===== src/rtl/dfr_pkg.sv =====
// Package for the byte-stuffed deframer with CRC-16 check.
// Holds field widths, result kind codes, register indexes and shared structs.
// Used by the interfaces and every module of the block.
`default_nettype none

package dfr_pkg;

   localparam int BYTE_W   = 8;
   localparam int KIND_W   = 3;
   localparam int LEN_W    = 9;
   localparam int CRC_W    = 16;
   localparam int CSR_IDX_W = 2;

   localparam logic [CRC_W-1:0] CRC_POLY = 16'h1021;
   localparam logic [CRC_W-1:0] CRC_INIT = 16'hFFFF;

   localparam logic [KIND_W-1:0] KIND_DATA  = 3'd0;
   localparam logic [KIND_W-1:0] KIND_GOOD  = 3'd1;
   localparam logic [KIND_W-1:0] KIND_BAD   = 3'd2;
   localparam logic [KIND_W-1:0] KIND_ABORT = 3'd3;
   localparam logic [KIND_W-1:0] KIND_OVER  = 3'd4;

   localparam logic [CSR_IDX_W-1:0] CSR_START  = 2'd0;
   localparam logic [CSR_IDX_W-1:0] CSR_END    = 2'd1;
   localparam logic [CSR_IDX_W-1:0] CSR_ESCAPE = 2'd2;

   localparam logic [BYTE_W-1:0] START_RESET  = 8'hFD;
   localparam logic [BYTE_W-1:0] END_RESET    = 8'hFE;
   localparam logic [BYTE_W-1:0] ESCAPE_RESET = 8'hFF;

   typedef struct packed {
      logic [BYTE_W-1:0] start_code;
      logic [BYTE_W-1:0] end_code;
      logic [BYTE_W-1:0] escape_code;
   } codes_type;

   typedef struct packed {
      logic [KIND_W-1:0] kind;
      logic [BYTE_W-1:0] data_byte;
      logic [LEN_W-1:0]  frame_length;
   } result_type;

   typedef struct packed {
      logic       valid;
      result_type item;
   } step_out_type;

endpackage

`default_nettype wire


===== src/rtl/dfr_if.sv =====
// Valid/ready stream interfaces for the deframer's input and result channels.
// Depends on dfr_pkg for the payload widths.
`default_nettype none

interface dfr_req_if;
   logic                       valid;
   logic                       ready;
   logic [dfr_pkg::BYTE_W-1:0] rx_byte;

   modport source (output valid, output rx_byte, input ready);
   modport sink (input valid, input rx_byte, output ready);
endinterface

interface dfr_rsp_if;
   logic                       valid;
   logic                       ready;
   logic [dfr_pkg::KIND_W-1:0] kind;
   logic [dfr_pkg::BYTE_W-1:0] data_byte;
   logic [dfr_pkg::LEN_W-1:0]  frame_length;

   modport source (output valid, output kind, output data_byte, output frame_length,
                   input ready);
   modport sink (input valid, input kind, input data_byte, input frame_length,
                 output ready);
endinterface

`default_nettype wire


===== src/rtl/dfr_crc16.sv =====
// Bytewise CRC-16 update, polynomial 0x1021, no reflection.
// Depends on dfr_pkg for widths and the polynomial.
`default_nettype none

module dfr_crc16 (
   input  wire logic [dfr_pkg::CRC_W-1:0]  crc_in,
   input  wire logic [dfr_pkg::BYTE_W-1:0] data_in,
   output logic      [dfr_pkg::CRC_W-1:0]  crc_out
);
   import dfr_pkg::*;

   always_comb begin
      logic [CRC_W-1:0] acc;
      acc = crc_in ^ {data_in, {(CRC_W-BYTE_W){1'b0}}};
      for (int i = 0; i < BYTE_W; i++) begin
         if (acc[CRC_W-1]) begin
            acc = {acc[CRC_W-2:0], 1'b0} ^ CRC_POLY;
         end else begin
            acc = {acc[CRC_W-2:0], 1'b0};
         end
      end
      crc_out = acc;
   end

endmodule

`default_nettype wire


===== src/rtl/dfr_frame.sv =====
// Frame state of the deframer: escape handling, two-byte hold line, CRC and length.
// Processes one byte per enabled cycle. Depends on dfr_pkg and dfr_crc16.
`default_nettype none

module dfr_frame #(
   parameter int MAX_PAYLOAD = 256
) (
   input  wire logic                       clock,
   input  wire logic                       reset,
   input  wire logic                       step_en,
   input  wire logic [dfr_pkg::BYTE_W-1:0] step_byte,
   input  wire dfr_pkg::codes_type         codes,
   output dfr_pkg::step_out_type           step_out
);
   import dfr_pkg::*;

   localparam int CNT_W = $clog2(MAX_PAYLOAD + 1);
   localparam logic [CNT_W-1:0] CNT_MAX = CNT_W'(MAX_PAYLOAD);

   logic              in_frame_ff, in_frame_in;
   logic              esc_ff, esc_in;
   logic [1:0]        held_cnt_ff, held_cnt_in;
   logic [BYTE_W-1:0] held_ff [2];
   logic [BYTE_W-1:0] held_in [2];
   logic [CRC_W-1:0]  crc_ff, crc_in;
   logic [CNT_W-1:0]  count_ff, count_in;
   logic              over_ff, over_in;

   logic [CRC_W-1:0]         crc_next;
   logic [CNT_W+LEN_W-1:0]   count_ext;
   logic [LEN_W-1:0]         count_len;
   logic                     esc_lit;
   logic                     is_code;
   logic                     take;

   dfr_crc16 u_crc (
      .crc_in  (crc_ff),
      .data_in (held_ff[0]),
      .crc_out (crc_next)
   );

   assign count_ext = {{LEN_W{1'b0}}, count_ff};
   assign count_len = count_ext[LEN_W-1:0];
   assign esc_lit   = in_frame_ff && esc_ff;
   assign is_code   = (step_byte == codes.start_code) || (step_byte == codes.end_code) ||
                      (step_byte == codes.escape_code);

   always_comb begin
      in_frame_in = in_frame_ff;
      esc_in      = esc_ff;
      held_cnt_in = held_cnt_ff;
      held_in     = held_ff;
      crc_in      = crc_ff;
      count_in    = count_ff;
      over_in     = over_ff;
      take        = 1'b0;
      step_out    = '0;

      if (step_en) begin
         priority if (esc_lit) begin
            esc_in = 1'b0;
            take   = is_code;
         end else if (step_byte == codes.start_code) begin
            in_frame_in = 1'b1;
            esc_in      = 1'b0;
            held_cnt_in = '0;
            held_in[0]  = '0;
            held_in[1]  = '0;
            crc_in      = CRC_INIT;
            count_in    = '0;
            over_in     = 1'b0;
            if (in_frame_ff) begin
               step_out.valid     = 1'b1;
               step_out.item.kind = KIND_ABORT;
            end
         end else if (!in_frame_ff) begin
            take = 1'b0;
         end else if (step_byte == codes.end_code) begin
            in_frame_in    = 1'b0;
            step_out.valid = 1'b1;
            priority if (over_ff) begin
               step_out.item.kind         = KIND_OVER;
               step_out.item.frame_length = count_len;
            end else if (held_cnt_ff < 2'd2) begin
               step_out.item.kind = KIND_BAD;
            end else begin
               step_out.item.kind = ({held_ff[0], held_ff[1]} == crc_ff) ? KIND_GOOD
                                                                         : KIND_BAD;
               step_out.item.frame_length = count_len;
            end
         end else if (step_byte == codes.escape_code) begin
            esc_in = 1'b1;
         end else begin
            take = 1'b1;
         end

         if (take && !over_ff) begin
            priority if (held_cnt_ff < 2'd2) begin
               held_in[held_cnt_ff[0]] = step_byte;
               held_cnt_in             = held_cnt_ff + 2'd1;
            end else if (count_ff >= CNT_MAX) begin
               over_in = 1'b1;
            end else begin
               held_in[0]              = held_ff[1];
               held_in[1]              = step_byte;
               crc_in                  = crc_next;
               count_in                = count_ff + CNT_W'(1);
               step_out.valid          = 1'b1;
               step_out.item.kind      = KIND_DATA;
               step_out.item.data_byte = held_ff[0];
            end
         end
      end
   end

   always_ff @(posedge clock) begin
      if (reset) begin
         in_frame_ff <= 1'b0;
         esc_ff      <= 1'b0;
         held_cnt_ff <= '0;
         crc_ff      <= CRC_INIT;
         count_ff    <= '0;
         over_ff     <= 1'b0;
      end else begin
         in_frame_ff <= in_frame_in;
         esc_ff      <= esc_in;
         held_cnt_ff <= held_cnt_in;
         crc_ff      <= crc_in;
         count_ff    <= count_in;
         over_ff     <= over_in;
      end
      held_ff <= held_in;
   end

endmodule

`default_nettype wire


===== src/rtl/byte_stuffed_deframer_crc16.sv =====
// Top level of the byte-stuffed deframer with CRC-16 check.
// Holds the code registers and the input and result registers.
// Depends on dfr_pkg, dfr_if and dfr_frame.
`default_nettype none

// The block takes one received byte per item and sustains one item per clock
// cycle while the result channel is not stalled. An accepted byte passes
// through the input register and then the result register. The per-byte CRC
// update and frame decode settle combinationally between them. A byte
// outside a frame, a start byte of a first frame, an escape byte and the
// first two data bytes of a frame give no result. The code registers may be
// written only while the block is idle.
module byte_stuffed_deframer_crc16_core #(
   parameter int MAX_PAYLOAD = 256
) (
   input  wire logic                          clock,
   input  wire logic                          reset,
   dfr_req_if.sink                            req_bus,
   dfr_rsp_if.source                          rsp_bus,
   input  wire logic                          csr_wr_en,
   input  wire logic [dfr_pkg::CSR_IDX_W-1:0] csr_index,
   input  wire logic [dfr_pkg::BYTE_W-1:0]    csr_wdata
);
   import dfr_pkg::*;

   codes_type         codes_ff, codes_in;
   logic              in_valid_ff, in_valid_in;
   logic [BYTE_W-1:0] in_byte_ff, in_byte_in;
   logic              out_valid_ff, out_valid_in;
   result_type        out_item_ff, out_item_in;

   step_out_type step_out;
   logic         out_free;
   logic         advance;

   assign out_free      = !out_valid_ff || rsp_bus.ready;
   assign advance       = in_valid_ff && out_free;
   assign req_bus.ready = !reset && (!in_valid_ff || advance);

   dfr_frame #(
      .MAX_PAYLOAD (MAX_PAYLOAD)
   ) u_frame (
      .clock     (clock),
      .reset     (reset),
      .step_en   (advance),
      .step_byte (in_byte_ff),
      .codes     (codes_ff),
      .step_out  (step_out)
   );

   always_comb begin
      codes_in = codes_ff;
      if (csr_wr_en) begin
         unique case (csr_index)
            CSR_START:  codes_in.start_code  = csr_wdata;
            CSR_END:    codes_in.end_code    = csr_wdata;
            CSR_ESCAPE: codes_in.escape_code = csr_wdata;
            default:    codes_in = codes_ff;
         endcase
      end
   end

   always_comb begin
      in_valid_in = in_valid_ff;
      in_byte_in  = in_byte_ff;
      if (req_bus.ready) begin
         in_valid_in = req_bus.valid;
         in_byte_in  = req_bus.rx_byte;
      end
      out_valid_in = out_valid_ff;
      out_item_in  = out_item_ff;
      if (out_free) begin
         out_valid_in = advance && step_out.valid;
         out_item_in  = step_out.item;
      end
   end

   always_ff @(posedge clock) begin
      if (reset) begin
         codes_ff.start_code  <= START_RESET;
         codes_ff.end_code    <= END_RESET;
         codes_ff.escape_code <= ESCAPE_RESET;
         in_valid_ff          <= 1'b0;
         out_valid_ff         <= 1'b0;
      end else begin
         codes_ff     <= codes_in;
         in_valid_ff  <= in_valid_in;
         out_valid_ff <= out_valid_in;
      end
      in_byte_ff  <= in_byte_in;
      out_item_ff <= out_item_in;
   end

   assign rsp_bus.valid        = out_valid_ff;
   assign rsp_bus.kind         = out_item_ff.kind;
   assign rsp_bus.data_byte    = out_item_ff.data_byte;
   assign rsp_bus.frame_length = out_item_ff.frame_length;

endmodule

`default_nettype wire

===== src/flat_wrapper.sv =====
// flat-port wrapper written by rule: the top's interface ports become plain ports
module byte_stuffed_deframer_crc16_core_flat import dfr_pkg::*;
#(
   parameter int MAX_PAYLOAD = 256
)
  (clock, reset, csr_wr_en, csr_index, csr_wdata, req_bus_valid, req_bus_rx_byte, req_bus_ready, rsp_bus_valid, rsp_bus_kind, rsp_bus_data_byte, rsp_bus_frame_length, rsp_bus_ready);
  dfr_req_if req_bus_i ();
  dfr_rsp_if rsp_bus_i ();
  input  wire logic clock;
  input  wire logic reset;
  input  wire logic csr_wr_en;
  input  wire logic [dfr_pkg::CSR_IDX_W-1:0] csr_index;
  input  wire logic [dfr_pkg::BYTE_W-1:0] csr_wdata;
  input wire logic [$bits(req_bus_i.valid)-1:0] req_bus_valid;
  input wire logic [$bits(req_bus_i.rx_byte)-1:0] req_bus_rx_byte;
  output wire logic [$bits(req_bus_i.ready)-1:0] req_bus_ready;
  output wire logic [$bits(rsp_bus_i.valid)-1:0] rsp_bus_valid;
  output wire logic [$bits(rsp_bus_i.kind)-1:0] rsp_bus_kind;
  output wire logic [$bits(rsp_bus_i.data_byte)-1:0] rsp_bus_data_byte;
  output wire logic [$bits(rsp_bus_i.frame_length)-1:0] rsp_bus_frame_length;
  input wire logic [$bits(rsp_bus_i.ready)-1:0] rsp_bus_ready;
  assign req_bus_i.valid = req_bus_valid;
  assign req_bus_i.rx_byte = req_bus_rx_byte;
  assign req_bus_ready = req_bus_i.ready;
  assign rsp_bus_valid = rsp_bus_i.valid;
  assign rsp_bus_kind = rsp_bus_i.kind;
  assign rsp_bus_data_byte = rsp_bus_i.data_byte;
  assign rsp_bus_frame_length = rsp_bus_i.frame_length;
  assign rsp_bus_i.ready = rsp_bus_ready;
  byte_stuffed_deframer_crc16_core #(.MAX_PAYLOAD(MAX_PAYLOAD)) u_core (.clock(clock), .reset(reset), .req_bus(req_bus_i), .rsp_bus(rsp_bus_i), .csr_wr_en(csr_wr_en), .csr_index(csr_index), .csr_wdata(csr_wdata));
endmodule

===== config.mk =====
export PLATFORM = sky130hd
export DESIGN_NAME = byte_stuffed_deframer_crc16_core_flat
export DESIGN_NICKNAME = d
export VERILOG_FILES = /design/src/rtl/dfr_pkg.sv /design/src/rtl/dfr_if.sv /design/src/rtl/dfr_crc16.sv /design/src/rtl/dfr_frame.sv /design/src/rtl/byte_stuffed_deframer_crc16.sv /design/src/flat_wrapper.sv
export SDC_FILE = /design/constraint.sdc
export NUM_CORES = 1
export LEC_CHECK = 0
export ABC_CLOCK_PERIOD_IN_PS = 3200
export CORE_UTILIZATION = 45
export CTS_CLUSTER_SIZE = 40
export DETAILED_ROUTE_END_ITERATION = 8
export DONT_BUFFER_PORTS = 1
export PLACE_DENSITY = 0.71
export RECOVER_POWER = 50
export SLEW_MARGIN = 20
export SYNTH_ARGS = -nofsm -noshare
export SYNTH_HDL_FRONTEND = slang
export SYNTH_SLANG_ARGS = --single-unit

===== constraint.sdc =====
create_clock -name clock -period 3.2 [get_ports clock]
set_clock_uncertainty 0.2 [all_clocks]
set_input_delay 0.64 -clock clock [delete_from_list [all_inputs] [get_ports clock]]
set_output_delay 0.64 -clock clock [all_outputs]
set_load 0.05 [all_outputs]

-- Word-level counts from Yosys, hierarchy flattened
Cells that the tools add are included.
- logic and storage cells: 137
- input bits: 23
- output and inout bits: 22
- flip-flop bits (word level): 100
- equal/unequal tests: 7
- mux-type cells: 68
- bitwise logic cells: 15
- $add $sub $neg: 2
- reduce and logical (&&, ||, !) cells: 24
- $lt $le $gt $ge: 4
- operator list (kind ; count):
    2-to-1 mux 16 bit ; 11
    2-to-1 mux 13 bit ; 8
    2-to-1 mux 9 bit ; 11
    2-to-1 mux 12 bit ; 3
    == test 8 bit ; 3
    inverter 3 bit ; 8
    2-to-1 mux 21 bit ; 1
    2-to-1 mux 4 bit ; 5
    2-to-1 mux 1 bit ; 19
    bitwise mux 16 bit ; 1
    == test 16 bit ; 1
    bitwise XOR 16 bit ; 1
    2-to-1 mux 2 bit ; 6
    adder 9 x 1 -> 9 bit (second input constant) ; 1
    greater-or-equal comparator 9 bit (second input constant) ; 1
    demux 8 bit (select 1 bit) ; 1
    2-to-1 mux 8 bit ; 1
    AND reduction 2 bit ; 4
    logical AND 1 bit ; 6
    nonzero test 3 bit ; 2
    inverter 1 bit ; 5
    OR reduction 5 bit ; 1
    logical NOT 1 bit ; 4
    logical OR 1 bit ; 4
    12 further kinds ; 12

-- Depth between registers and ports, before layout
- word-level depth: 20
- gate-level depth with buffers: 11
- depth with buffers taken out: 9

-- Modules after synthesis
From an unflattened synthesis, not the netlist that was laid out.
- cells, all modules: 481
- area total of the unflattened synthesis: 5163.7 um2
- by module, submodules not included (module ; seq. area each (um2) ; cells each ; times used ; area an instance (um2)):
    dfr_frame ; 1081.0 ; 326 ; 1 ; 2912.8
    byte_stuffed_deframer_crc16_core ; 1361.3 ; 130 ; 1 ; 1855.5
    dfr_crc16 ; 0.0 ; 25 ; 1 ; 395.4

-- Least setup slack after synthesis
Ideal clock, no wire load.
- path kind: in2out
- start point: input reset
- end point: output req_bus_ready
- data required time: 2360 ps
- path buffers: 3
- cell stages on the path: 4
- slack: -16 ps
- arrival time: 2376 ps
- path through: clkbuf_1 > clkbuf_1 > buf_1 > a21oi_1
- word-level cells in the longest chain between the ends: 2
- ends and longest elaborated chain (what ; RTL line ; source):
    start: declaration ; flat_wrapper.sv:10 ; input wire logic reset;
    logical NOT 1 bit ; byte_stuffed_deframer_crc16.sv:38 ; assign req_bus.ready = !reset && (!in_valid_ff || advance);
    logical AND 1 bit ; byte_stuffed_deframer_crc16.sv:38 ;
    end: declaration ; flat_wrapper.sv:16 ; output wire logic [$bits(req_bus_i.ready)-1:0] req_bus_ready;
No other way between the ends.

-- Worst setup path after layout
- start point: register u_core.in_byte_ff[7]
- end point: register u_core.out_item_ff (netlist bit u_core.rsp_bus.kind[0]) (data pin)
- word-level cells in the longest chain between the ends: 9
- elaborated cells between the ends (all ways): 19
- classes of those cells: eq/ne (3); mux (13); reduce/logical (3)
- ends and longest elaborated chain (what ; RTL line ; source):
    start: declaration ; byte_stuffed_deframer_crc16.sv:28 ; logic [BYTE_W-1:0] in_byte_ff, in_byte_in;
    start signal: assignment ; byte_stuffed_deframer_crc16.sv:90 ; in_byte_ff <= in_byte_in;
    == test 8 bit ; dfr_frame.sv:46, dfr_frame.sv:91 ;
    2-to-1 mux 1 bit ; dfr_frame.sv:91 ; end else if (step_byte == codes.escape_code) begin
    2-to-1 mux 1 bit ; dfr_frame.sv:78 ; end else if (step_byte == codes.end_code) begin
    2-to-1 mux 1 bit ; dfr_frame.sv:76 ; end else if (!in_frame_ff) begin
    2-to-1 mux 1 bit ; dfr_frame.sv:63 ; end else if (step_byte == codes.start_code) begin
    2-to-1 mux 1 bit ; dfr_frame.sv:60 ; priority if (esc_lit) begin
    2-to-1 mux 1 bit ; dfr_frame.sv:59 ; if (step_en) begin
    logical AND 1 bit ; dfr_frame.sv:97 ; if (take && !over_ff) begin
    2-to-1 mux 12 bit * ; dfr_frame.sv:97 ;
    end signal: assignment ; byte_stuffed_deframer_crc16.sv:91 ; out_item_ff <= out_item_in;
    end: declaration ; byte_stuffed_deframer_crc16.sv:30 ; result_type out_item_ff, out_item_in;
Mark *: on every way between the ends. The rest lies on a longest branch, timed or not. The select of a mux whose other input is x is not followed.
A chain may end at the register's enable or synchronous reset.

==> impl_metrics.yaml <==
yosys:
  yosysUniqueCellTypes: 48
  syn-instance-count: 491
  synth_warnings: 0
  avgSynthCellArea_sq_um: 9.867
  syn-cell-area_sq_mm: 0.004845
  syn_nets: 516
  ys_seq_area_share_pct: 50.41
  synth_seq_cells: 100
  ys.flop_type: "dfxtp_1"
  synth_edf_count: 44
  ys_async_sr_fraction_pct: 0
power_and_ir_drop:
  leakage_nw: 1.928
  irDropWorstVdd_mv: 0.3119
  p_per_area_mw_per_mm2: 442.6
cells_and_area:
  seqCellArea_sq_mm: 0.002442
  final.fill_count: 989
  area_delta_synth_final_pct: 7.077
  final_common_cell: "nand2_1"
  layout.nets: 517
  final_cell_mix: "60 x nand2_1, 56 x dfxtp_1, 44 x edfxtp_1"
  drive_gt1_share_pct: 6.640
  final_util_pct: 50.02
  multiInputGateArea_sq_mm: 0.002235
  diodes: 0
timing:
  setup_tns_ns: 0
  worst_hold_slack_ns: 0.1370
  slew_headroom_pct: 23.73
  hold_viol_final: 0
  worstMarginPinSlew_ns: 1.144
  rsz0062_at_grt: "no"
  maxSlewViolCount: 0
  final-setup-viol-count: 0
  setup_ws_ns: 0.2791
  fmax_mhz: 342.4
  period_needed_ns: 2.921
  finalCritPeriodShare_pct: 91.28
grt:
  overflow: 0
  antenna_found_initial: 0
  grt_pass1_vias: 3372
  grt_usage_pct: 18.97
  grt_pass1_wl_mm: 16.72
  grt_max_degree: 66
setup_path:
  start_kind: "flop"
  slowest_delay_ns: 0.53
  crit_chain: "xor2_1 > nor4_2 > and2_1 > nor3_4 > xnor2_2 > and2_1 > nor4_1"
  cp.arrival_ns: 2.85
  worstSetupPathType: "reg -> reg"
  worstPathRequired_ns: 3.13
  critPathMaxFanout: 11
  critPathMostFrequentCell: "and2_1"
  critPathCaptureType: "flop"
  crit_path_top_delay_cell: "edfxtp_1"
cts:
  cts_hold_buffers: 0
  insertion_delay_ns: 0.37
  cts.clk_slew.worst_paths_ns: 0.10
  cts_inserted_buffers: 9
  cts.sinks: 100
  cts_tree: "done"
  clockRootBuffer: "clkbuf_8"
  h-tree-depth: 3
  cts_buffer_depth: 2
drt:
  vias_per_cell: 5.506
  remaining_drc_errors: 0
  postRouteAntennaNets: 0
  vias: 3485
  first_iter_violations: 242
  firstDrtPassIters: 5
  finalWirelength_mm: 9.994
  wl_per_cell_um: 15.79
die:
  die_x_um: 105.8
  core_region_area_sq_mm: 0.01037
  rows: 37
  io_pins: 45
  die-area_sq_mm: 0.01119
  die_h_um: 105.8
  start_util_pct: 46.72
min_path:
  hp-class: "in -> reg"
run:
  drv_cap: 0
placed_design:
  io_buffers: 0
  gp_congestion: 0.8302
  dp.final_hpwl_mm: 7.254
  pre_cts_slack_ns: 0.1418
run_status:
  status: "finished, final reports clean"
## synth_stat cells, drive strengths merged (2+ instances only)
cell type | n | area, sq um
nand2 | 60 | 225.2
dfxtp | 56 | 1121
edfxtp | 44 | 1321
xor2 | 35 | 306.5
nor2 | 32 | 122.6
nor3 | 24 | 131.4
xnor2 | 23 | 209.0
nand3 | 19 | 95.09
and2 | 17 | 106.4
nand3b | 17 | 127.6
inv | 16 | 60.05
clkbuf | 13 | 48.80
o21bai | 13 | 97.59
a21oi | 12 | 60.06
buf | 11 | 66.31
nor2b | 11 | 68.82
nor4 | 11 | 68.82
mux2i | 10 | 100.1
and3 | 9 | 56.30
a211o | 8 | 70.07
a221o | 8 | 80.08
nand4 | 5 | 31.28
o21ai | 5 | 25.02
or3 | 4 | 25.02
a21o | 3 | 22.52
a32oi | 3 | 26.28
or4 | 3 | 22.52
a31oi | 2 | 12.51
and3b | 2 | 17.52
ha | 2 | 25.02
nand2b | 2 | 12.51
o41ai | 2 | 17.52
or2 | 2 | 12.52
## sequential cells by signal, indices dropped and copies added, names as in the netlist
name                         cells
u_core.u_frame.held_ff          16
u_core.rsp_bus.frame_length      9
u_core.u_frame.count_ff          9
u_core.rsp_bus.data_byte         8
u_core.u_frame.crc_ff           16
u_core.u_frame.esc_ff            1
u_core.in_byte_ff                8
u_core.u_frame.held_cnt_ff       2
u_core.in_valid_ff               1
u_core.rsp_bus.valid             1
u_core.u_frame.in_frame_ff       1
u_core.rsp_bus.kind              3
u_core.codes_ff                 24
u_core.u_frame.over_ff           1
## metal layers
metal	global-route usage (%)	wire [um]
met5	0	0
met4	5.655	123
met3	4.453	526
met2	31.09	4752
met1	24.85	4591
## final cells by class
type                    count  area share [%]
well taps                 136           3.280
multi-input cells         350           43.08
inverters                  17           1.230
flip-flops and latches    100           47.08
clock inverters             5          0.6512
repair buffers             14           1.737
clock buffers              11           2.943
## stage by stage
stage | cells | power, mW | cell area (sq um)
2_1_floorplan | 491 | 1.528 | 4845
3_3_place_gp | 617 | 1.552 | 5009
3_5_place_dp | 617 | 1.556 | 5009
4_1_cts | 633 | 2.319 | 5195
5_1_grt | 633 | 2.377 | 5187
6_report | 633 | 2.296 | 5187
## where the power goes
part | switching (mW) | internal (mW) | total (mW)
Clock | 0.439 | 0.331 | 0.769
Sequential | 0.0386 | 1.36 | 1.40
Combinational | 0.0652 | 0.0621 | 0.127
Total | 0.542 | 1.75 | 2.30
## kinds of logic (layout without fill, tap and decap cells)
| group | Yosys count | after routing | synth area share [%] |
|---|---|---|---|
| XOR/XNOR | 58 | 58 | 10.64 |
| flip-flops | 100 | 100 | 50.41 |
| adder cells (fa/ha/maj) | 2 | 2 | 0.5164 |
| AO/OA/AOI/OAI | 59 | 59 | 8.936 |
| buffers and inverters | 41 | 47 | 3.693 |
| multiplexers | 10 | 10 | 2.066 |
| AND/OR/NAND/NOR | 221 | 221 | 23.73 |
## worst max-delay path: cells and delay by family, from the launching register on
kind | cells | cell delay (ns)
xor+xnor | 2 | 0.44
flops | 1 | 0.53
simple gates | 5 | 1.53
## path summary, 6_finish.rpt
kind | from | end | depth (start not counted) | slack [ns]
hold / removal | reset | u_core.u_frame.count_ff[1] | 1 | 0.14
setup / recovery | u_core.in_byte_ff[7] | u_core.rsp_bus.kind[0] | 7 | 0.28
hold reg to reg | u_core.codes_ff[8] | u_core.codes_ff[8] | 2 | 0.28
setup reg to reg | u_core.in_byte_ff[7] | u_core.rsp_bus.kind[0] | 7 | 0.28
## what timing repair did
action,4_1_cts,5_1_grt
buffers inserted,0,0
endpoints found under the setup margin,0,9
gates resized for setup,0,2
Note: power is estimated with default switching activity, not from simulation.
